`src/rtl/core/expression_token_lexer_defines.svh`:
```
// Assertion macros shared by the expression token lexer RTL.
`ifndef EXPRESSION_TOKEN_LEXER_DEFINES_SVH
`define EXPRESSION_TOKEN_LEXER_DEFINES_SVH

// Whenever ante holds at a clock edge, cons must hold at the same edge.
`define ETL_ASSERT_IMPLY(lbl, ante, cons, msg) \
  lbl: assert property (@(posedge clk) disable iff (!rst_n) (ante) |-> (cons)) \
    else $error(msg);

// The condition must never hold at a clock edge outside reset.
`define ETL_ASSERT_NEVER(lbl, cond, msg) \
  lbl: assert property (@(posedge clk) disable iff (!rst_n) !(cond)) \
    else $error(msg);

`endif

```
`src/rtl/core/etl_pkg.sv`:
```
// Shared types, codes and defaults of the expression token lexer.
package etl_pkg;

  localparam int NAME_LEN_DEF   = 32;
  localparam int FIFO_DEPTH_DEF = 2;

  // Token kinds.
  localparam logic [3:0] K_ERROR  = 4'd0;
  localparam logic [3:0] K_INT    = 4'd1;
  localparam logic [3:0] K_IDENT  = 4'd2;
  localparam logic [3:0] K_OP     = 4'd3;
  localparam logic [3:0] K_SEMI   = 4'd4;
  localparam logic [3:0] K_QUEST  = 4'd5;
  localparam logic [3:0] K_COLON  = 4'd6;
  localparam logic [3:0] K_ASSIGN = 4'd7;
  localparam logic [3:0] K_LPAREN = 4'd8;
  localparam logic [3:0] K_RPAREN = 4'd9;
  localparam logic [3:0] K_LBRACE = 4'd10;
  localparam logic [3:0] K_RBRACE = 4'd11;
  localparam logic [3:0] K_END    = 4'd12;

  // Operator codes.
  localparam logic [3:0] OP_NONE = 4'd0;
  localparam logic [3:0] OP_EQ   = 4'd1;
  localparam logic [3:0] OP_GT   = 4'd2;
  localparam logic [3:0] OP_LT   = 4'd3;
  localparam logic [3:0] OP_ADD  = 4'd4;
  localparam logic [3:0] OP_SUB  = 4'd5;
  localparam logic [3:0] OP_MUL  = 4'd6;
  localparam logic [3:0] OP_DIV  = 4'd7;
  localparam logic [3:0] OP_MOD  = 4'd8;
  localparam logic [3:0] OP_AND  = 4'd9;
  localparam logic [3:0] OP_OR   = 4'd10;
  localparam logic [3:0] OP_NOT  = 4'd11;

  // Error causes.
  localparam logic [2:0] ERR_BADWORD  = 3'd0;
  localparam logic [2:0] ERR_OVERFLOW = 3'd1;
  localparam logic [2:0] ERR_BAR      = 3'd2;
  localparam logic [2:0] ERR_AMP      = 3'd3;
  localparam logic [2:0] ERR_UNKNOWN  = 3'd4;

  // Characters with a meaning of their own.
  localparam logic [7:0] CH_EQ     = 8'h3D;
  localparam logic [7:0] CH_BAR    = 8'h7C;
  localparam logic [7:0] CH_AMP    = 8'h26;
  localparam logic [7:0] CH_SEMI   = 8'h3B;
  localparam logic [7:0] CH_QUEST  = 8'h3F;
  localparam logic [7:0] CH_COLON  = 8'h3A;
  localparam logic [7:0] CH_LPAREN = 8'h28;
  localparam logic [7:0] CH_RPAREN = 8'h29;
  localparam logic [7:0] CH_LBRACE = 8'h7B;
  localparam logic [7:0] CH_RBRACE = 8'h7D;
  localparam logic [7:0] CH_GT     = 8'h3E;
  localparam logic [7:0] CH_LT     = 8'h3C;
  localparam logic [7:0] CH_PLUS   = 8'h2B;
  localparam logic [7:0] CH_MINUS  = 8'h2D;
  localparam logic [7:0] CH_STAR   = 8'h2A;
  localparam logic [7:0] CH_SLASH  = 8'h2F;
  localparam logic [7:0] CH_PCT    = 8'h25;
  localparam logic [7:0] CH_BANG   = 8'h21;

  typedef enum logic [2:0] {
    LM_IDLE, LM_NUMBER, LM_BADWORD, LM_IDENT, LM_EQ, LM_BAR, LM_AMP
  } lex_mode_t;

  typedef enum logic [1:0] {
    BK_IDLE, BK_A, BK_NAME, BK_B
  } back_state_t;

  // One queue entry: up to two result groups caused by one input item.
  // Slot a is a finished token (a whole identifier when a_name is set),
  // slot b is a single token that follows it.
  typedef struct packed {
    logic        a_valid;
    logic        a_name;
    logic [3:0]  a_kind;
    logic [3:0]  a_op;
    logic [30:0] a_ival;
    logic [2:0]  a_cause;
    logic        b_valid;
    logic [3:0]  b_kind;
    logic [3:0]  b_op;
    logic [2:0]  b_cause;
  } cmd_t;

endpackage

```
`src/rtl/core/etl_in_if.sv`:
```
// Input channel of the lexer: one source byte or an end mark per transfer.
interface etl_in_if;
  logic       valid;
  logic       ready;
  logic [7:0] in_byte;
  logic       end_of_input;

  modport source (output valid, output in_byte, output end_of_input, input ready);
  modport sink   (input valid, input in_byte, input end_of_input, output ready);
endinterface

```
`src/rtl/core/etl_out_if.sv`:
```
// Result channel of the lexer: one token or identifier character per transfer.
interface etl_out_if;
  logic        valid;
  logic        ready;
  logic [3:0]  token_kind;
  logic [3:0]  operator_code;
  logic [30:0] int_value;
  logic [7:0]  name_char;
  logic        name_end;
  logic [2:0]  error_cause;
  logic        last;

  modport source (output valid, output token_kind, output operator_code,
                  output int_value, output name_char, output name_end,
                  output error_cause, output last, input ready);
  modport sink   (input valid, input token_kind, input operator_code,
                  input int_value, input name_char, input name_end,
                  input error_cause, input last, output ready);
endinterface

```
`src/rtl/core/etl_ram.sv`:
```
// Generic single-write, single-read RAM with registered read data.
module etl_ram #(
  parameter int WIDTH = 8,
  parameter int DEPTH = 32
) (
  input  logic                                     clk,
  input  logic                                     we,
  input  logic [((DEPTH > 1) ? $clog2(DEPTH) : 1)-1:0] waddr,
  input  logic [WIDTH-1:0]                         wdata,
  input  logic                                     re,
  input  logic [((DEPTH > 1) ? $clog2(DEPTH) : 1)-1:0] raddr,
  output logic [WIDTH-1:0]                         rdata
);

  logic [WIDTH-1:0] mem_r [DEPTH];
  logic [WIDTH-1:0] rdata_r;

  always_ff @(posedge clk) begin
    if (we) begin
      mem_r[waddr] <= wdata;
    end
    if (re) begin
      rdata_r <= mem_r[raddr];
    end
  end

  assign rdata = rdata_r;

endmodule

```
`src/rtl/core/etl_front.sv`:
```
// Front end: takes source bytes, tracks the token being scanned, queues results.
module etl_front #(
  parameter int MAX_NAME_LEN = etl_pkg::NAME_LEN_DEF,
  parameter int LEN_W        = $clog2(MAX_NAME_LEN + 1),
  parameter int ADDR_W       = (MAX_NAME_LEN > 1) ? $clog2(MAX_NAME_LEN) : 1
) (
  input  logic                clk,
  input  logic                rst_n,
  etl_in_if.sink              in_ch,
  input  logic                fifo_full,
  output logic                push,
  output etl_pkg::cmd_t       push_cmd,
  output logic [LEN_W-1:0]    push_len,
  output logic                ram_we,
  output logic [ADDR_W-1:0]   ram_waddr,
  output logic [7:0]          ram_wdata,
  input  logic                name_done,
  output logic                name_busy
);

  etl_pkg::lex_mode_t mode_r, mode_nxt;
  logic [30:0]        acc_r, acc_nxt;
  logic               ovf_r, ovf_nxt;
  logic [LEN_W-1:0]   nlen_r, nlen_nxt;
  logic               busy_r, busy_nxt;

  logic               accept;
  logic [7:0]         c;
  logic               c_digit, c_wstart, c_word, c_blank;
  logic [34:0]        acc_sum;
  logic               keep;
  etl_pkg::cmd_t      cmd;

  assign c        = in_ch.in_byte;
  assign c_digit  = (c >= 8'h30) && (c <= 8'h39);
  assign c_wstart = ((c >= 8'h61) && (c <= 8'h7A)) || ((c >= 8'h41) && (c <= 8'h5A)) ||
                    (c == 8'h5F);
  assign c_word   = c_wstart || c_digit;
  assign c_blank  = (c == 8'h20) || ((c >= 8'h09) && (c <= 8'h0D));
  assign acc_sum  = 35'({acc_r, 3'b000}) + 35'({acc_r, 1'b0}) + 35'(c[3:0]);

  // A queued identifier owns the name RAM until its last character is sent.
  assign in_ch.ready = !busy_r && !fifo_full;
  assign accept      = in_ch.valid && in_ch.ready;
  assign name_busy   = busy_r;

  always_ff @(posedge clk) begin
    if (!rst_n) begin
      mode_r <= etl_pkg::LM_IDLE;
      acc_r  <= '0;
      ovf_r  <= 1'b0;
      nlen_r <= '0;
      busy_r <= 1'b0;
    end else begin
      mode_r <= mode_nxt;
      acc_r  <= acc_nxt;
      ovf_r  <= ovf_nxt;
      nlen_r <= nlen_nxt;
      busy_r <= busy_nxt;
    end
  end

  always_comb begin
    mode_nxt  = mode_r;
    acc_nxt   = acc_r;
    ovf_nxt   = ovf_r;
    nlen_nxt  = nlen_r;
    cmd       = '0;
    keep      = 1'b0;
    ram_we    = 1'b0;
    ram_waddr = nlen_r[ADDR_W-1:0];
    ram_wdata = c;

    if (accept) begin
      // Bytes that extend or complete the current token.
      if (!in_ch.end_of_input) begin
        unique case (mode_r)
          etl_pkg::LM_NUMBER: begin
            if (c_digit) begin
              keep = 1'b1;
              if (!ovf_r) begin
                if (acc_sum[34:31] != 4'd0) begin
                  ovf_nxt = 1'b1;
                end else begin
                  acc_nxt = acc_sum[30:0];
                end
              end
            end else if (c_wstart) begin
              keep     = 1'b1;
              mode_nxt = etl_pkg::LM_BADWORD;
            end
          end
          etl_pkg::LM_BADWORD: begin
            keep = c_word;
          end
          etl_pkg::LM_IDENT: begin
            if (c_word) begin
              keep = 1'b1;
              if (nlen_r < LEN_W'(MAX_NAME_LEN)) begin
                ram_we   = 1'b1;
                nlen_nxt = nlen_r + 1'b1;
              end
            end
          end
          etl_pkg::LM_EQ, etl_pkg::LM_BAR, etl_pkg::LM_AMP: begin
            if ((mode_r == etl_pkg::LM_EQ && c == etl_pkg::CH_EQ) ||
                (mode_r == etl_pkg::LM_BAR && c == etl_pkg::CH_BAR) ||
                (mode_r == etl_pkg::LM_AMP && c == etl_pkg::CH_AMP)) begin
              keep         = 1'b1;
              mode_nxt     = etl_pkg::LM_IDLE;
              cmd.a_valid  = 1'b1;
              cmd.a_kind   = etl_pkg::K_OP;
              cmd.a_op     = (mode_r == etl_pkg::LM_EQ)  ? etl_pkg::OP_EQ :
                             (mode_r == etl_pkg::LM_BAR) ? etl_pkg::OP_OR : etl_pkg::OP_AND;
            end
          end
          default: begin
            keep = 1'b0;
          end
        endcase
      end

      if (!keep) begin
        // Flush the pending token into slot a.
        unique case (mode_r)
          etl_pkg::LM_NUMBER: begin
            cmd.a_valid = 1'b1;
            if (ovf_r) begin
              cmd.a_kind  = etl_pkg::K_ERROR;
              cmd.a_cause = etl_pkg::ERR_OVERFLOW;
            end else begin
              cmd.a_kind = etl_pkg::K_INT;
              cmd.a_ival = acc_r;
            end
          end
          etl_pkg::LM_BADWORD: begin
            cmd.a_valid = 1'b1;
            cmd.a_kind  = etl_pkg::K_ERROR;
            cmd.a_cause = etl_pkg::ERR_BADWORD;
          end
          etl_pkg::LM_IDENT: begin
            cmd.a_valid = 1'b1;
            cmd.a_name  = 1'b1;
            cmd.a_kind  = etl_pkg::K_IDENT;
          end
          etl_pkg::LM_EQ: begin
            cmd.a_valid = 1'b1;
            cmd.a_kind  = etl_pkg::K_ASSIGN;
          end
          etl_pkg::LM_BAR: begin
            cmd.a_valid = 1'b1;
            cmd.a_kind  = etl_pkg::K_ERROR;
            cmd.a_cause = etl_pkg::ERR_BAR;
          end
          etl_pkg::LM_AMP: begin
            cmd.a_valid = 1'b1;
            cmd.a_kind  = etl_pkg::K_ERROR;
            cmd.a_cause = etl_pkg::ERR_AMP;
          end
          default: begin
            cmd.a_valid = 1'b0;
          end
        endcase
        mode_nxt = etl_pkg::LM_IDLE;
        acc_nxt  = '0;
        ovf_nxt  = 1'b0;
        nlen_nxt = '0;

        // Then start a new token, or close the stream.
        if (in_ch.end_of_input) begin
          cmd.b_valid = 1'b1;
          cmd.b_kind  = etl_pkg::K_END;
        end else if (c_blank) begin
          mode_nxt = etl_pkg::LM_IDLE;
        end else if (c_digit) begin
          mode_nxt = etl_pkg::LM_NUMBER;
          acc_nxt  = 31'(c[3:0]);
        end else if (c_wstart) begin
          mode_nxt  = etl_pkg::LM_IDENT;
          ram_we    = 1'b1;
          ram_waddr = '0;
          nlen_nxt  = LEN_W'(1);
        end else begin
          cmd.b_valid = 1'b1;
          unique case (c)
            etl_pkg::CH_EQ: begin
              cmd.b_valid = 1'b0;
              mode_nxt    = etl_pkg::LM_EQ;
            end
            etl_pkg::CH_BAR: begin
              cmd.b_valid = 1'b0;
              mode_nxt    = etl_pkg::LM_BAR;
            end
            etl_pkg::CH_AMP: begin
              cmd.b_valid = 1'b0;
              mode_nxt    = etl_pkg::LM_AMP;
            end
            etl_pkg::CH_SEMI:   cmd.b_kind = etl_pkg::K_SEMI;
            etl_pkg::CH_QUEST:  cmd.b_kind = etl_pkg::K_QUEST;
            etl_pkg::CH_COLON:  cmd.b_kind = etl_pkg::K_COLON;
            etl_pkg::CH_LPAREN: cmd.b_kind = etl_pkg::K_LPAREN;
            etl_pkg::CH_RPAREN: cmd.b_kind = etl_pkg::K_RPAREN;
            etl_pkg::CH_LBRACE: cmd.b_kind = etl_pkg::K_LBRACE;
            etl_pkg::CH_RBRACE: cmd.b_kind = etl_pkg::K_RBRACE;
            etl_pkg::CH_GT: begin
              cmd.b_kind = etl_pkg::K_OP;
              cmd.b_op   = etl_pkg::OP_GT;
            end
            etl_pkg::CH_LT: begin
              cmd.b_kind = etl_pkg::K_OP;
              cmd.b_op   = etl_pkg::OP_LT;
            end
            etl_pkg::CH_PLUS: begin
              cmd.b_kind = etl_pkg::K_OP;
              cmd.b_op   = etl_pkg::OP_ADD;
            end
            etl_pkg::CH_MINUS: begin
              cmd.b_kind = etl_pkg::K_OP;
              cmd.b_op   = etl_pkg::OP_SUB;
            end
            etl_pkg::CH_STAR: begin
              cmd.b_kind = etl_pkg::K_OP;
              cmd.b_op   = etl_pkg::OP_MUL;
            end
            etl_pkg::CH_SLASH: begin
              cmd.b_kind = etl_pkg::K_OP;
              cmd.b_op   = etl_pkg::OP_DIV;
            end
            etl_pkg::CH_PCT: begin
              cmd.b_kind = etl_pkg::K_OP;
              cmd.b_op   = etl_pkg::OP_MOD;
            end
            etl_pkg::CH_BANG: begin
              cmd.b_kind = etl_pkg::K_OP;
              cmd.b_op   = etl_pkg::OP_NOT;
            end
            default: begin
              cmd.b_kind  = etl_pkg::K_ERROR;
              cmd.b_cause = etl_pkg::ERR_UNKNOWN;
            end
          endcase
        end
      end
    end
  end

  assign push     = accept && (cmd.a_valid || cmd.b_valid);
  assign push_cmd = cmd;
  assign push_len = nlen_r;

  always_comb begin
    busy_nxt = busy_r;
    if (push && cmd.a_name) begin
      busy_nxt = 1'b1;
    end else if (name_done) begin
      busy_nxt = 1'b0;
    end
  end

endmodule

```
`src/rtl/core/etl_cmd_fifo.sv`:
```
// Short queue of result commands between the front and the back end.
module etl_cmd_fifo #(
  parameter int WIDTH = 8,
  parameter int DEPTH = etl_pkg::FIFO_DEPTH_DEF
) (
  input  logic             clk,
  input  logic             rst_n,
  input  logic             push,
  input  logic [WIDTH-1:0] wdata,
  input  logic             pop,
  output logic [WIDTH-1:0] rdata,
  output logic             empty,
  output logic             full
);

  localparam int PTR_W = (DEPTH > 1) ? $clog2(DEPTH) : 1;
  localparam int CNT_W = $clog2(DEPTH + 1);

  logic [WIDTH-1:0] entry_r [DEPTH];
  logic [PTR_W-1:0] wptr_r, wptr_nxt;
  logic [PTR_W-1:0] rptr_r, rptr_nxt;
  logic [CNT_W-1:0] cnt_r, cnt_nxt;

  assign empty = (cnt_r == '0);
  assign full  = (cnt_r == CNT_W'(DEPTH));
  assign rdata = entry_r[rptr_r];

  always_comb begin
    wptr_nxt = wptr_r;
    rptr_nxt = rptr_r;
    cnt_nxt  = cnt_r;
    if (push) begin
      wptr_nxt = (wptr_r == PTR_W'(DEPTH - 1)) ? '0 : wptr_r + 1'b1;
    end
    if (pop) begin
      rptr_nxt = (rptr_r == PTR_W'(DEPTH - 1)) ? '0 : rptr_r + 1'b1;
    end
    if (push && !pop) begin
      cnt_nxt = cnt_r + 1'b1;
    end else if (pop && !push) begin
      cnt_nxt = cnt_r - 1'b1;
    end
  end

  always_ff @(posedge clk) begin
    if (!rst_n) begin
      wptr_r <= '0;
      rptr_r <= '0;
      cnt_r  <= '0;
    end else begin
      wptr_r <= wptr_nxt;
      rptr_r <= rptr_nxt;
      cnt_r  <= cnt_nxt;
    end
  end

  always_ff @(posedge clk) begin
    if (push) begin
      entry_r[wptr_r] <= wdata;
    end
  end

endmodule

```
`src/rtl/core/etl_back.sv`:
```
// Back end: turns queued commands into result transfers, streaming identifiers.
module etl_back #(
  parameter int LEN_W  = 6,
  parameter int ADDR_W = 5
) (
  input  logic              clk,
  input  logic              rst_n,
  input  logic              fifo_empty,
  input  etl_pkg::cmd_t     fifo_cmd,
  input  logic [LEN_W-1:0]  fifo_len,
  output logic              pop,
  output logic              ram_re,
  output logic [ADDR_W-1:0] ram_raddr,
  input  logic [7:0]        ram_rdata,
  output logic              name_done,
  etl_out_if.source         out_ch
);

  etl_pkg::back_state_t state_r, state_nxt;
  etl_pkg::cmd_t        cur_r, cur_nxt;
  logic [LEN_W-1:0]     len_r, len_nxt;
  logic [LEN_W-1:0]     rd_idx_r, rd_idx_nxt;
  logic                 dvld_r, dvld_nxt;

  logic                 oval_r, oval_nxt;
  logic [3:0]           kind_r, kind_nxt;
  logic [3:0]           op_r, op_nxt;
  logic [30:0]          ival_r, ival_nxt;
  logic [7:0]           char_r, char_nxt;
  logic                 nend_r, nend_nxt;
  logic [2:0]           cause_r, cause_nxt;
  logic                 last_r, last_nxt;

  logic                 out_free;
  logic                 load;
  logic                 fetch;
  logic                 name_final;

  assign out_free = !oval_r || out_ch.ready;

  always_ff @(posedge clk) begin
    if (!rst_n) begin
      state_r <= etl_pkg::BK_IDLE;
      dvld_r  <= 1'b0;
      oval_r  <= 1'b0;
    end else begin
      state_r <= state_nxt;
      dvld_r  <= dvld_nxt;
      oval_r  <= oval_nxt;
    end
  end

  always_ff @(posedge clk) begin
    cur_r    <= cur_nxt;
    len_r    <= len_nxt;
    rd_idx_r <= rd_idx_nxt;
    kind_r   <= kind_nxt;
    op_r     <= op_nxt;
    ival_r   <= ival_nxt;
    char_r   <= char_nxt;
    nend_r   <= nend_nxt;
    cause_r  <= cause_nxt;
    last_r   <= last_nxt;
  end

  always_comb begin
    state_nxt  = state_r;
    cur_nxt    = cur_r;
    len_nxt    = len_r;
    rd_idx_nxt = rd_idx_r;
    dvld_nxt   = dvld_r;
    load       = 1'b0;
    fetch      = 1'b0;
    pop        = 1'b0;
    ram_re     = 1'b0;
    ram_raddr  = rd_idx_r[ADDR_W-1:0];
    name_final = 1'b0;
    kind_nxt   = kind_r;
    op_nxt     = op_r;
    ival_nxt   = ival_r;
    char_nxt   = char_r;
    nend_nxt   = nend_r;
    cause_nxt  = cause_r;
    last_nxt   = last_r;

    unique case (state_r)
      etl_pkg::BK_IDLE: begin
        fetch = 1'b1;
      end
      etl_pkg::BK_A: begin
        if (out_free) begin
          load      = 1'b1;
          kind_nxt  = cur_r.a_kind;
          op_nxt    = cur_r.a_op;
          ival_nxt  = cur_r.a_ival;
          char_nxt  = '0;
          nend_nxt  = 1'b0;
          cause_nxt = cur_r.a_cause;
          last_nxt  = !cur_r.b_valid;
          if (cur_r.b_valid) begin
            state_nxt = etl_pkg::BK_B;
          end else begin
            fetch = 1'b1;
          end
        end
      end
      etl_pkg::BK_NAME: begin
        // The RAM output holds character rd_idx_r - 1 while dvld_r is set.
        if (dvld_r && out_free) begin
          load       = 1'b1;
          kind_nxt   = etl_pkg::K_IDENT;
          op_nxt     = etl_pkg::OP_NONE;
          ival_nxt   = '0;
          char_nxt   = ram_rdata;
          nend_nxt   = (rd_idx_r == len_r);
          cause_nxt  = '0;
          last_nxt   = (rd_idx_r == len_r) && !cur_r.b_valid;
          name_final = (rd_idx_r == len_r);
        end
        if ((rd_idx_r < len_r) && (!dvld_r || out_free)) begin
          ram_re     = 1'b1;
          rd_idx_nxt = rd_idx_r + 1'b1;
          dvld_nxt   = 1'b1;
        end else if (dvld_r && out_free) begin
          dvld_nxt = 1'b0;
        end
        if (name_final) begin
          if (cur_r.b_valid) begin
            state_nxt = etl_pkg::BK_B;
          end else begin
            fetch = 1'b1;
          end
        end
      end
      etl_pkg::BK_B: begin
        if (out_free) begin
          load      = 1'b1;
          kind_nxt  = cur_r.b_kind;
          op_nxt    = cur_r.b_op;
          ival_nxt  = '0;
          char_nxt  = '0;
          nend_nxt  = 1'b0;
          cause_nxt = cur_r.b_cause;
          last_nxt  = 1'b1;
          fetch     = 1'b1;
        end
      end
      default: begin
        state_nxt = etl_pkg::BK_IDLE;
      end
    endcase

    // Move straight on to the next queued command when this one is done.
    if (fetch) begin
      if (!fifo_empty) begin
        pop        = 1'b1;
        cur_nxt    = fifo_cmd;
        len_nxt    = fifo_len;
        rd_idx_nxt = '0;
        dvld_nxt   = 1'b0;
        if (!fifo_cmd.a_valid) begin
          state_nxt = etl_pkg::BK_B;
        end else if (fifo_cmd.a_name) begin
          state_nxt = etl_pkg::BK_NAME;
        end else begin
          state_nxt = etl_pkg::BK_A;
        end
      end else begin
        state_nxt = etl_pkg::BK_IDLE;
      end
    end
  end

  always_comb begin
    if (load) begin
      oval_nxt = 1'b1;
    end else if (out_ch.ready) begin
      oval_nxt = 1'b0;
    end else begin
      oval_nxt = oval_r;
    end
  end

  assign name_done            = name_final;
  assign out_ch.valid         = oval_r;
  assign out_ch.token_kind    = kind_r;
  assign out_ch.operator_code = op_r;
  assign out_ch.int_value     = ival_r;
  assign out_ch.name_char     = char_r;
  assign out_ch.name_end      = nend_r;
  assign out_ch.error_cause   = cause_r;
  assign out_ch.last          = last_r;

endmodule

```
`src/rtl/core/expression_token_lexer.sv`:
```
// Top level of the byte-serial expression token lexer.
//
//   channel  dir  handshake        payload
//   in_ch    in   valid / ready    in_byte, end_of_input
//   out_ch   out  valid / ready    token_kind, operator_code, int_value,
//                                  name_char, name_end, error_cause, last
//
// One input byte is taken per cycle while the command queue has room.
// Each result waits in the output register until taken; an identifier gives
// one result per character, read from the name RAM one address per cycle while the output is free.
// While an identifier waits in the queue or is being sent, no byte is taken.
// Reset is synchronous; the name RAM needs no clearing after reset.
// Either side may stall; the command queue lets the front run ahead.
module expression_token_lexer #(
  parameter int MAX_NAME_LEN = etl_pkg::NAME_LEN_DEF,
  parameter int FIFO_DEPTH   = etl_pkg::FIFO_DEPTH_DEF
) (
  input  logic       clk,
  input  logic       rst_n,
  etl_in_if.sink     in_ch,
  etl_out_if.source  out_ch
);

  `include "expression_token_lexer_defines.svh"

  localparam int LEN_W  = $clog2(MAX_NAME_LEN + 1);
  localparam int ADDR_W = (MAX_NAME_LEN > 1) ? $clog2(MAX_NAME_LEN) : 1;
  localparam int CMD_W  = $bits(etl_pkg::cmd_t) + LEN_W;

  logic              push;
  etl_pkg::cmd_t     push_cmd;
  logic [LEN_W-1:0]  push_len;
  logic              pop;
  logic [CMD_W-1:0]  fifo_rdata;
  logic              fifo_empty;
  logic              fifo_full;
  etl_pkg::cmd_t     fifo_cmd;
  logic [LEN_W-1:0]  fifo_len;
  logic              ram_we;
  logic [ADDR_W-1:0] ram_waddr;
  logic [7:0]        ram_wdata;
  logic              ram_re;
  logic [ADDR_W-1:0] ram_raddr;
  logic [7:0]        ram_rdata;
  logic              name_done;
  logic              name_busy;

  etl_front #(
    .MAX_NAME_LEN (MAX_NAME_LEN),
    .LEN_W        (LEN_W),
    .ADDR_W       (ADDR_W)
  ) u_front (
    .clk       (clk),
    .rst_n     (rst_n),
    .in_ch     (in_ch),
    .fifo_full (fifo_full),
    .push      (push),
    .push_cmd  (push_cmd),
    .push_len  (push_len),
    .ram_we    (ram_we),
    .ram_waddr (ram_waddr),
    .ram_wdata (ram_wdata),
    .name_done (name_done),
    .name_busy (name_busy)
  );

  etl_cmd_fifo #(
    .WIDTH (CMD_W),
    .DEPTH (FIFO_DEPTH)
  ) u_fifo (
    .clk   (clk),
    .rst_n (rst_n),
    .push  (push),
    .wdata ({push_cmd, push_len}),
    .pop   (pop),
    .rdata (fifo_rdata),
    .empty (fifo_empty),
    .full  (fifo_full)
  );

  assign fifo_cmd = fifo_rdata[CMD_W-1:LEN_W];
  assign fifo_len = fifo_rdata[LEN_W-1:0];

  etl_ram #(
    .WIDTH (8),
    .DEPTH (MAX_NAME_LEN)
  ) u_name_ram (
    .clk   (clk),
    .we    (ram_we),
    .waddr (ram_waddr),
    .wdata (ram_wdata),
    .re    (ram_re),
    .raddr (ram_raddr),
    .rdata (ram_rdata)
  );

  etl_back #(
    .LEN_W  (LEN_W),
    .ADDR_W (ADDR_W)
  ) u_back (
    .clk        (clk),
    .rst_n      (rst_n),
    .fifo_empty (fifo_empty),
    .fifo_cmd   (fifo_cmd),
    .fifo_len   (fifo_len),
    .pop        (pop),
    .ram_re     (ram_re),
    .ram_raddr  (ram_raddr),
    .ram_rdata  (ram_rdata),
    .name_done  (name_done),
    .out_ch     (out_ch)
  );

  // The name RAM is never rewritten while a queued identifier still reads it.
  `ETL_ASSERT_IMPLY(a_no_write_busy, ram_we, !name_busy, "name RAM written while in use")
  // The back end only finishes an identifier that the front end handed over.
  `ETL_ASSERT_IMPLY(a_done_busy, name_done, name_busy, "identifier finished while not queued")
  `ETL_ASSERT_NEVER(a_no_overrun, push && fifo_full && !pop, "command queue overrun")
  // Only the final character of an identifier may close an item's results.
  `ETL_ASSERT_IMPLY(a_ident_last,
    out_ch.valid && out_ch.token_kind == etl_pkg::K_IDENT && !out_ch.name_end,
    !out_ch.last, "item closed inside an identifier")

endmodule

```
`src/flat_wrapper.sv`:
```
// flat-port wrapper written by rule: the top's interface ports become plain ports
module expression_token_lexer_flat 
#(
  parameter int MAX_NAME_LEN = etl_pkg::NAME_LEN_DEF,
  parameter int FIFO_DEPTH   = etl_pkg::FIFO_DEPTH_DEF
)
  (clk, rst_n, in_ch_valid, in_ch_in_byte, in_ch_end_of_input, in_ch_ready, out_ch_valid, out_ch_token_kind, out_ch_operator_code, out_ch_int_value, out_ch_name_char, out_ch_name_end, out_ch_error_cause, out_ch_last, out_ch_ready);
  etl_in_if in_ch_i ();
  etl_out_if out_ch_i ();
  input  logic clk;
  input  logic rst_n;
  input wire logic [$bits(in_ch_i.valid)-1:0] in_ch_valid;
  input wire logic [$bits(in_ch_i.in_byte)-1:0] in_ch_in_byte;
  input wire logic [$bits(in_ch_i.end_of_input)-1:0] in_ch_end_of_input;
  output wire logic [$bits(in_ch_i.ready)-1:0] in_ch_ready;
  output wire logic [$bits(out_ch_i.valid)-1:0] out_ch_valid;
  output wire logic [$bits(out_ch_i.token_kind)-1:0] out_ch_token_kind;
  output wire logic [$bits(out_ch_i.operator_code)-1:0] out_ch_operator_code;
  output wire logic [$bits(out_ch_i.int_value)-1:0] out_ch_int_value;
  output wire logic [$bits(out_ch_i.name_char)-1:0] out_ch_name_char;
  output wire logic [$bits(out_ch_i.name_end)-1:0] out_ch_name_end;
  output wire logic [$bits(out_ch_i.error_cause)-1:0] out_ch_error_cause;
  output wire logic [$bits(out_ch_i.last)-1:0] out_ch_last;
  input wire logic [$bits(out_ch_i.ready)-1:0] out_ch_ready;
  assign in_ch_i.valid = in_ch_valid;
  assign in_ch_i.in_byte = in_ch_in_byte;
  assign in_ch_i.end_of_input = in_ch_end_of_input;
  assign in_ch_ready = in_ch_i.ready;
  assign out_ch_valid = out_ch_i.valid;
  assign out_ch_token_kind = out_ch_i.token_kind;
  assign out_ch_operator_code = out_ch_i.operator_code;
  assign out_ch_int_value = out_ch_i.int_value;
  assign out_ch_name_char = out_ch_i.name_char;
  assign out_ch_name_end = out_ch_i.name_end;
  assign out_ch_error_cause = out_ch_i.error_cause;
  assign out_ch_last = out_ch_i.last;
  assign out_ch_i.ready = out_ch_ready;
  expression_token_lexer #(.MAX_NAME_LEN(MAX_NAME_LEN), .FIFO_DEPTH(FIFO_DEPTH)) u_core (.clk(clk), .rst_n(rst_n), .in_ch(in_ch_i), .out_ch(out_ch_i));
endmodule
```
`config.mk`:
```
export PLATFORM = sky130hd
export DESIGN_NAME = expression_token_lexer_flat
export DESIGN_NICKNAME = d
export VERILOG_FILES = /design/src/rtl/core/etl_pkg.sv /design/src/rtl/core/etl_in_if.sv /design/src/rtl/core/etl_out_if.sv /design/src/rtl/core/etl_ram.sv /design/src/rtl/core/etl_front.sv /design/src/rtl/core/etl_cmd_fifo.sv /design/src/rtl/core/etl_back.sv /design/src/rtl/core/expression_token_lexer.sv /design/src/flat_wrapper.sv
export VERILOG_INCLUDE_DIRS = /design/src /design/src/rtl/core
export SDC_FILE = /design/constraint.sdc
export NUM_CORES = 1
export LEC_CHECK = 0
export ABC_AREA = 1
export BUFFER_PORTS_ARGS = -buffer_cell sky130_fd_sc_hd__buf_4
export CORE_MARGIN = 2
export CORE_UTILIZATION = 55
export DETAILED_ROUTE_END_ITERATION = 6
export PLACE_DENSITY = 0.74
export SLEW_MARGIN = 20
export SYNTH_ARGS = -nofsm -noshare
export SYNTH_HDL_FRONTEND = slang
export SYNTH_SLANG_ARGS = --single-unit
```
`constraint.sdc`:
```
create_clock -name clk -period 5.7 [get_ports clk]
set_input_delay 0.57 -clock clk [delete_from_list [all_inputs] [get_ports clk]]
set_output_delay 0.57 -clock clk [all_outputs]
set_load 0.05 [all_outputs]
```
### Yosys cells after proc, flatten, opt, wreduce, memory -nomap -nowiden

Memory sizes are Yosys's and may differ from the RTL's. A register that Yosys moved wholly into a read port is not among the register bits.
Index checks and enable logic that the tools add are counted.

* bits in registers: 168
* RAM bits: 380
* input port bits: 13
* output and inout port bits: 54
* word-level logic and storage cells: 310
* memories kept: 2

Memory list
* u_core.u_name_ram.mem_r: depth 32, bits a word 8, rd ports 1, clocked after Yosys merged registers in 1, write ports 1, line etl_ram.sv:15 `logic [WIDTH-1:0] mem_r [DEPTH];`
* u_core.u_fifo.entry_r: depth 2, bits a word 62, rd ports 1, clocked after Yosys merged registers in 1, write ports 1, line etl_cmd_fifo.sv:19 `logic [WIDTH-1:0] entry_r [DEPTH];`

* $add $sub $neg: 8
* order comparisons: 10
* equality and inequality tests: 49
* multiplexer cells: 156
* bitwise logic cells: 1
* reduce and logical (&&, ||, !) cells: 56

Operator list (count)
* 31-bit two-way mux: 11
* 8-bit by 6-bit == test with 1-bit output (second input constant): 16
* 31-bit one-hot mux with 3 select lines: 1
* 6-bit two-way mux: 13
* 1-bit two-way mux: 67
* 4-bit one-hot mux with 8 select lines: 2
* 56-bit two-way mux: 1
* 46-bit two-way mux: 1
* 4-bit two-way mux: 10
* 3-bit two-way mux: 13
* 12-bit two-way mux: 3
* 34-bit by 32-bit adder with 35-bit output: 1
* 35-bit by 4-bit adder with 35-bit output: 1
* 5-bit two-way mux: 7
* 8-bit by 7-bit == test with 1-bit output (second input constant): 4
* 3-bit one-hot mux with 3 select lines: 3
* 4-bit one-hot mux with 3 select lines: 2
* 2-bit two-way mux: 10
* 2-bit != test (second input constant): 9
* 18-bit OR reduction: 1
* 8-bit by 7-bit greater-or-equal comparator with 1-bit output (second input constant): 2
* 8-bit by 7-bit <= comparator with 1-bit output (second input constant): 2
* 1-bit logical AND: 16
* 8-bit two-way mux: 2
* other kinds (43): 82

### Depth between registers and ports, before layout

* depth after elaboration: 17
* depth in mapped cells: 20
* depth with buffers taken out: 19

### By module

Synthesis repeated with hierarchy kept, for this count alone.

* cell total of the unflattened synthesis: 2429
* area total of the unflattened synthesis: 26063.7 sq um

Modules (own cells, without submodules)
* etl_ram: times used 1, cells an instance 922, area each 10866.7 sq um, sequential area each 7927.6 sq um
* etl_front: times used 1, cells an instance 904, area each 5405.2 sq um, sequential area each 840.8 sq um
* etl_cmd_fifo: times used 1, cells an instance 228, area each 5006.1 sq um, sequential area each 3823.7 sq um
* etl_back: times used 1, cells an instance 375, area each 4785.8 sq um, sequential area each 3563.4 sq um

### Least setup slack after synthesis

No wires, ideal clock.

* kind: register to register
* start point: register u_core.u_fifo.cnt_r[0]
* end point: memory u_core.u_fifo.entry_r[0][0] (netlist name) (enable)
* arrival time: 4.957 ns
* required time: 5.209 ns
* path slack: 0.252 ns
* cell stages (with the launch flop): 7
* period minus slack after synthesis: 5.448 ns
* cells stage by stage: dfxtp_1 > inv_1 > a21oi_1 > nand2_1 > inv_1 > nand3b_1 > a21oi_1

* word-level cells in the longest chain between the ends: 9

RTL lines
* start, declared: line etl_cmd_fifo.sv:22 `logic [CNT_W-1:0] cnt_r, cnt_nxt;`
* start signal, assigned: line etl_cmd_fifo.sv:53 `cnt_r <= cnt_nxt;`
* 2-bit == test *: line etl_cmd_fifo.sv:25 `assign full = (cnt_r == CNT_W'(DEPTH));`
* 1-bit zero test *: line etl_front.sv:43 `assign in_ch.ready = !busy_r && !fifo_full;`
* 1-bit logical AND *: line etl_front.sv:43
* via in_ch_ready: line flat_wrapper.sv:15 `output wire logic [$bits(in_ch_i.ready)-1:0] in_ch_ready;`
* 1-bit logical AND *: line etl_front.sv:44 `assign accept = in_ch.valid && in_ch.ready;`
* 56-bit two-way mux: line etl_front.sv:74 `if (accept) begin`
* 1-bit logical OR: line etl_front.sv:247 `assign push = accept && (cmd.a_valid || cmd.b_valid);`
* 1-bit logical AND *: line etl_front.sv:247
* 1-bit two-way mux *: line etl_cmd_fifo.sv:58 `if (push) begin`
* 1-bit two-way mux (implied by the code) *: line etl_cmd_fifo.sv:59 `entry_r[wptr_r] <= wdata;`
* end, declared: line etl_cmd_fifo.sv:19

Mark *: on every way through the listed nets, which the timed path passes. The rest lies on a longest branch.

### Final worst setup path

* start point: input port in_ch_in_byte[3]
* end point: register u_core.u_front.acc_r[18]

* word-level cells in the longest chain between the ends: 11
* elaborated cells between the ends (all ways): 42

RTL lines
* start, declared: line flat_wrapper.sv:13 `input wire logic [$bits(in_ch_i.in_byte)-1:0] in_ch_in_byte;`
* 8-bit by 7-bit greater-or-equal comparator with 1-bit output or 8-bit by 7-bit <= comparator with 1-bit output (tied branches): line etl_front.sv:36 `assign c_wstart = ((c >= 8'h61) && (c <= 8'h7A)) || ((c >= 8'h41) && (c <= 8'h5A)) ||`
* 1-bit logical AND: line etl_front.sv:36
* 1-bit logical OR (2 in a row): line etl_front.sv:36
* 1-bit two-way mux or 1-bit logical OR (tied branches): line etl_front.sv:88, etl_front.sv:38
* 1-bit two-way mux (on tied branches): line etl_front.sv:79, etl_front.sv:97
* 1-bit one-hot mux with 4 select lines: line etl_front.sv:77 `unique case (mode_r)`
* 1-bit two-way mux: line etl_front.sv:76 `if (!in_ch.end_of_input) begin`
* 1-bit two-way mux: line etl_front.sv:74
* 2-bit by 1-bit != test with 1-bit output (no source line) or 2-bit != test (tied branches)
* 6-bit AND reduction (no source line)
* end signal, assigned: line etl_front.sv:56 `acc_r <= acc_nxt;`
* end, declared: line etl_front.sv:22 `logic [30:0] acc_r, acc_nxt;`

Several ways; a longest one is shown, not always the timed one. The select of a mux whose other input is x is not followed.
A chain may end at the register's enable or synchronous reset.

==> impl_metrics.ini <==
[min_path]
hp-start = out_ch_ready
holdPathEnd = u_core.u_back.out_ch.valid
hold_path_depth = 3
hold_class = input pin to flip-flop

[finish]
multiInputGateArea_sq_mm = 0.007682
final_nets = 2418
drive_gt1_share_pct = 10.71
antenna_cells = 0
fillers = 3427
stdcell_area_sq_mm = 0.02733
layout.area.seq_sq_mm = 0.01571
areaGrowthSynthToFinish_pct = 11.12

[die]
start_util_pct = 55.62
fp.dieH_um = 215.5
die_x_um = 215.5
die-area_sq_mm = 0.04643
num_rows = 77
coreArea_sq_mm = 0.04422
ios = 67

[drt]
viasPerCell = 5.751
first_iter_violations = 1718
wl_per_cell_um = 19.31
firstDrtPassIters = 5
drc_errors = 0
vias = 17045
routed_wl_um = 57230
final_antenna_net_count = 0

[run_status]
status = finished, final reports clean

[pwr]
power.internal_mw = 8.156
combPwrFrac_pct = 27.6
power.leakage_nw = 10.66
pwr-share-seq_pct = 44.4
power_density_mw_per_mm2 = 448.9
swShare_pct = 33.53
power_frac_clock_pct = 28.0
p_sw_mw = 4.114
max-vdd-ir-drop_uv = 391.7

[timing]
slew_headroom_pct = 25.61
hold_ws_ns = 0.3095
slew_violations = 0
post-route-period-util_pct = 68.46
finClkSkew_ns = 0.03460
min_period_ns = 3.902
setup_viol = 0
hold_viol_final = 0
clock.fmax_mhz = 256.3
grt_setup_unrepaired = no
setup_tns_ns = 0
worstMarginPinSlew_ns = 1.115
fin_ws_ns = 1.798

[setup_path]
crit_path_end_kind = flip-flop
cp_max_fo = 43
rr_startpoint = u_core.u_back.rd_idx_r[0]
slowest_delay_ns = 0.58
rrSetupSlack_ns = 1.90
crit_type = input pin to flip-flop
cp.required_ns = 6.19
start_kind = input pin
r2r-end = u_core.u_back.cur_r[26]
r2r_cells = 12
cpMostUsedCell = nand2_1
critical_path.cell_chain = buf_4, inv_1, fa_1, inv_1, fa_1, nand3_1, nand2_1, nand2_1, nand2_1, nand2_1, nand2_1, nand2_1, nand2_1, nand2_1, nand2_1, nor2_2, buf_4, nand2_2, a21oi_1, nor2_1
slowest_stage = fa_1
arrival_ns = 4.39

[cts]
clockRootBuffer = clkbuf_16
cts_hold_buf = 0
clk_pin_slew_ns = 0.06
cts_max_level = 2
clk_path_buf_depth = 3
tritoncts = yes
clk_latency_ns = 0.62
cts.sinks = 542
ctsResizeCount = 0
cts_setup_buffers = 0
numCtsBuffers = 53

[synthesis]
synth_nets = 2372
synth_top_area_share_pct = 59.21
async_reset_ff_share_pct = 0
synth_flop_cell = edfxtp_1
yosys-top-cells-area = edfxtp_1 59%, nor2_1 6.1%, dfxtp_1 4.6%
yosysUniqueCellTypes = 51
syn_inst = 2283
synth_area_sq_mm = 0.02460
ys_ff_latch = 542
synth.largest_area_cell = edfxtp_1
seq_area_frac_synth_pct = 63.85
avgSynthCellArea_sq_um = 10.77
synth_warnings = 0
synth-edff-count = 485

[placement]
dp_slack_ns = 1.232
place.port_buffers = 66
place_area_sq_mm = 0.02562
hpwl_um = 37850
gp_congestion = 0.9566

[global_routing]
grt_overflow = 0
grt_pass1_wl_um = 90110
grt_usage_pct = 24.67
antenna_found_initial = 0
grt_pass1_vias = 16499
grt_max_degree = 70

[run]
maxCapViolCount = 0
how the worst max path moves through the flow:
stage                                       from                           to  slack [ns]  depth (start not counted)
final                           in_ch_in_byte[3]     u_core.u_front.acc_r[18]        1.80                         20
after global routing            in_ch_in_byte[3]      u_core.u_front.acc_r[0]        1.39                         20
after CTS                       in_ch_in_byte[3]     u_core.u_front.acc_r[18]        1.84                         20
after detailed placement        in_ch_in_byte[3]     u_core.u_front.acc_r[13]        1.23                         20
after global placement          in_ch_in_byte[3]     u_core.u_front.acc_r[19]        1.39                         20
after floorplan           u_core.u_fifo.cnt_r[0]  u_core.u_fifo.entry_r[0][0]        0.25                          6
per-stage QoR:
step	cells	utilization [%]	power (mW)
after floorplan	2283	-	7.870
after global placement	2866	57.93	8.797
after detailed placement	2866	57.93	8.899
after CTS	2964	61.80	12.31
after global routing	2964	61.81	12.81
final	2964	61.81	12.27
cell usage after synthesis, drive strengths merged, types with 5 or more instances:
cell type and number:
nor3 26, xor2 12, o21ai 185, nand4 39, inv 219, ha 74, a31oi 7, nand3b 5
nor4 5, edfxtp 485, o22ai 76, mux2 56, xnor2 13, clkbuf 68, nand2 306, a21oi 90
nand3 90, nor2 405, o21bai 5, clkinv 5, dfxtp 57, buf 27
state kept, by name (all words and copies together) (netlist names), 2 cells and up, named ones only:
register                            flops
u_core.u_back.len_r                     6
u_core.u_back.out_ch.error_cause        3
u_core.u_back.out_ch.operator_code      4
u_core.u_front.mode_r                   3
u_core.u_back.rd_idx_r                  6
u_core.u_front.push_len                 6
u_core.u_back.state_r                   2
u_core.u_name_ram.mem_r               256
u_core.u_back.cur_r                    49
u_core.u_back.out_ch.token_kind         4
u_core.u_fifo.entry_r                 114
u_core.u_fifo.cnt_r                     2
u_core.u_back.out_ch.name_char          8
u_core.u_back.out_ch.int_value         31
u_core.u_front.acc_r                   31
u_core.u_name_ram.rdata                 8
cell families after synthesis:
| logic type | after synthesis | share of synthesized area (%) |
|---|---|---|
| AO/OA/AOI/OAI | 377 | 8.327 |
| XOR/XNOR | 25 | 0.8902 |
| AND/OR/NAND/NOR | 888 | 15.42 |
| multiplexers | 56 | 2.564 |
| buffers and inverters | 319 | 5.016 |
| adder cells (fa/ha/maj) | 76 | 3.927 |
| flip-flops | 542 | 63.85 |
placed cells by master (no fill, tap or decap), types with 56 or more instances in the layout:
| master | instances |
|---|---|
| inv_1 | 214 |
| nor2_1 | 401 |
| edfxtp_1 | 485 |
| nand3_1 | 86 |
| ha_1 | 74 |
| buf_4 | 86 |
| a21oi_1 | 88 |
| mux2_2 | 56 |
| o22ai_1 | 76 |
| o21ai_0 | 185 |
| nand2_1 | 297 |
critical path: cells and delay by family:
family | cells | cell delay, ns
buffers and inverters | 4 | 0.86
AND/OR/NAND/NOR | 13 | 1.53
AO/OA/AOI/OAI | 1 | 0.32
adder cells (fa/ha/maj) | 2 | 1.07
routing by layer:
metal	GRT usage (%)	vias to the layer above	wire length, um
met5	0	-	0
met4	6.529	0	1139
met3	4.087	86	4570
met2	39.74	681	26990
met1	35.08	8253	24520
li1	-	8025	-
final cells by class:
class	instances	area share [%]
flip-flops and latches	542	57.48
multi-input cells	1422	28.11
clock buffers	68	5.210
inverters	224	3.076
well taps	592	2.710
repair buffers	86	2.362
clock inverters	30	1.053
power groups by stage:
stage	combinational, mW	sequential (mW)	clock [mW]
after global routing	3.68	5.51	3.63
after CTS	3.40	5.45	3.47
after global placement	3.29	5.51	0
after floorplan	1.71	6.16	0
after detailed placement	3.37	5.53	0
final	3.39	5.45	3.43
Power figures use the tool's default switching activity.
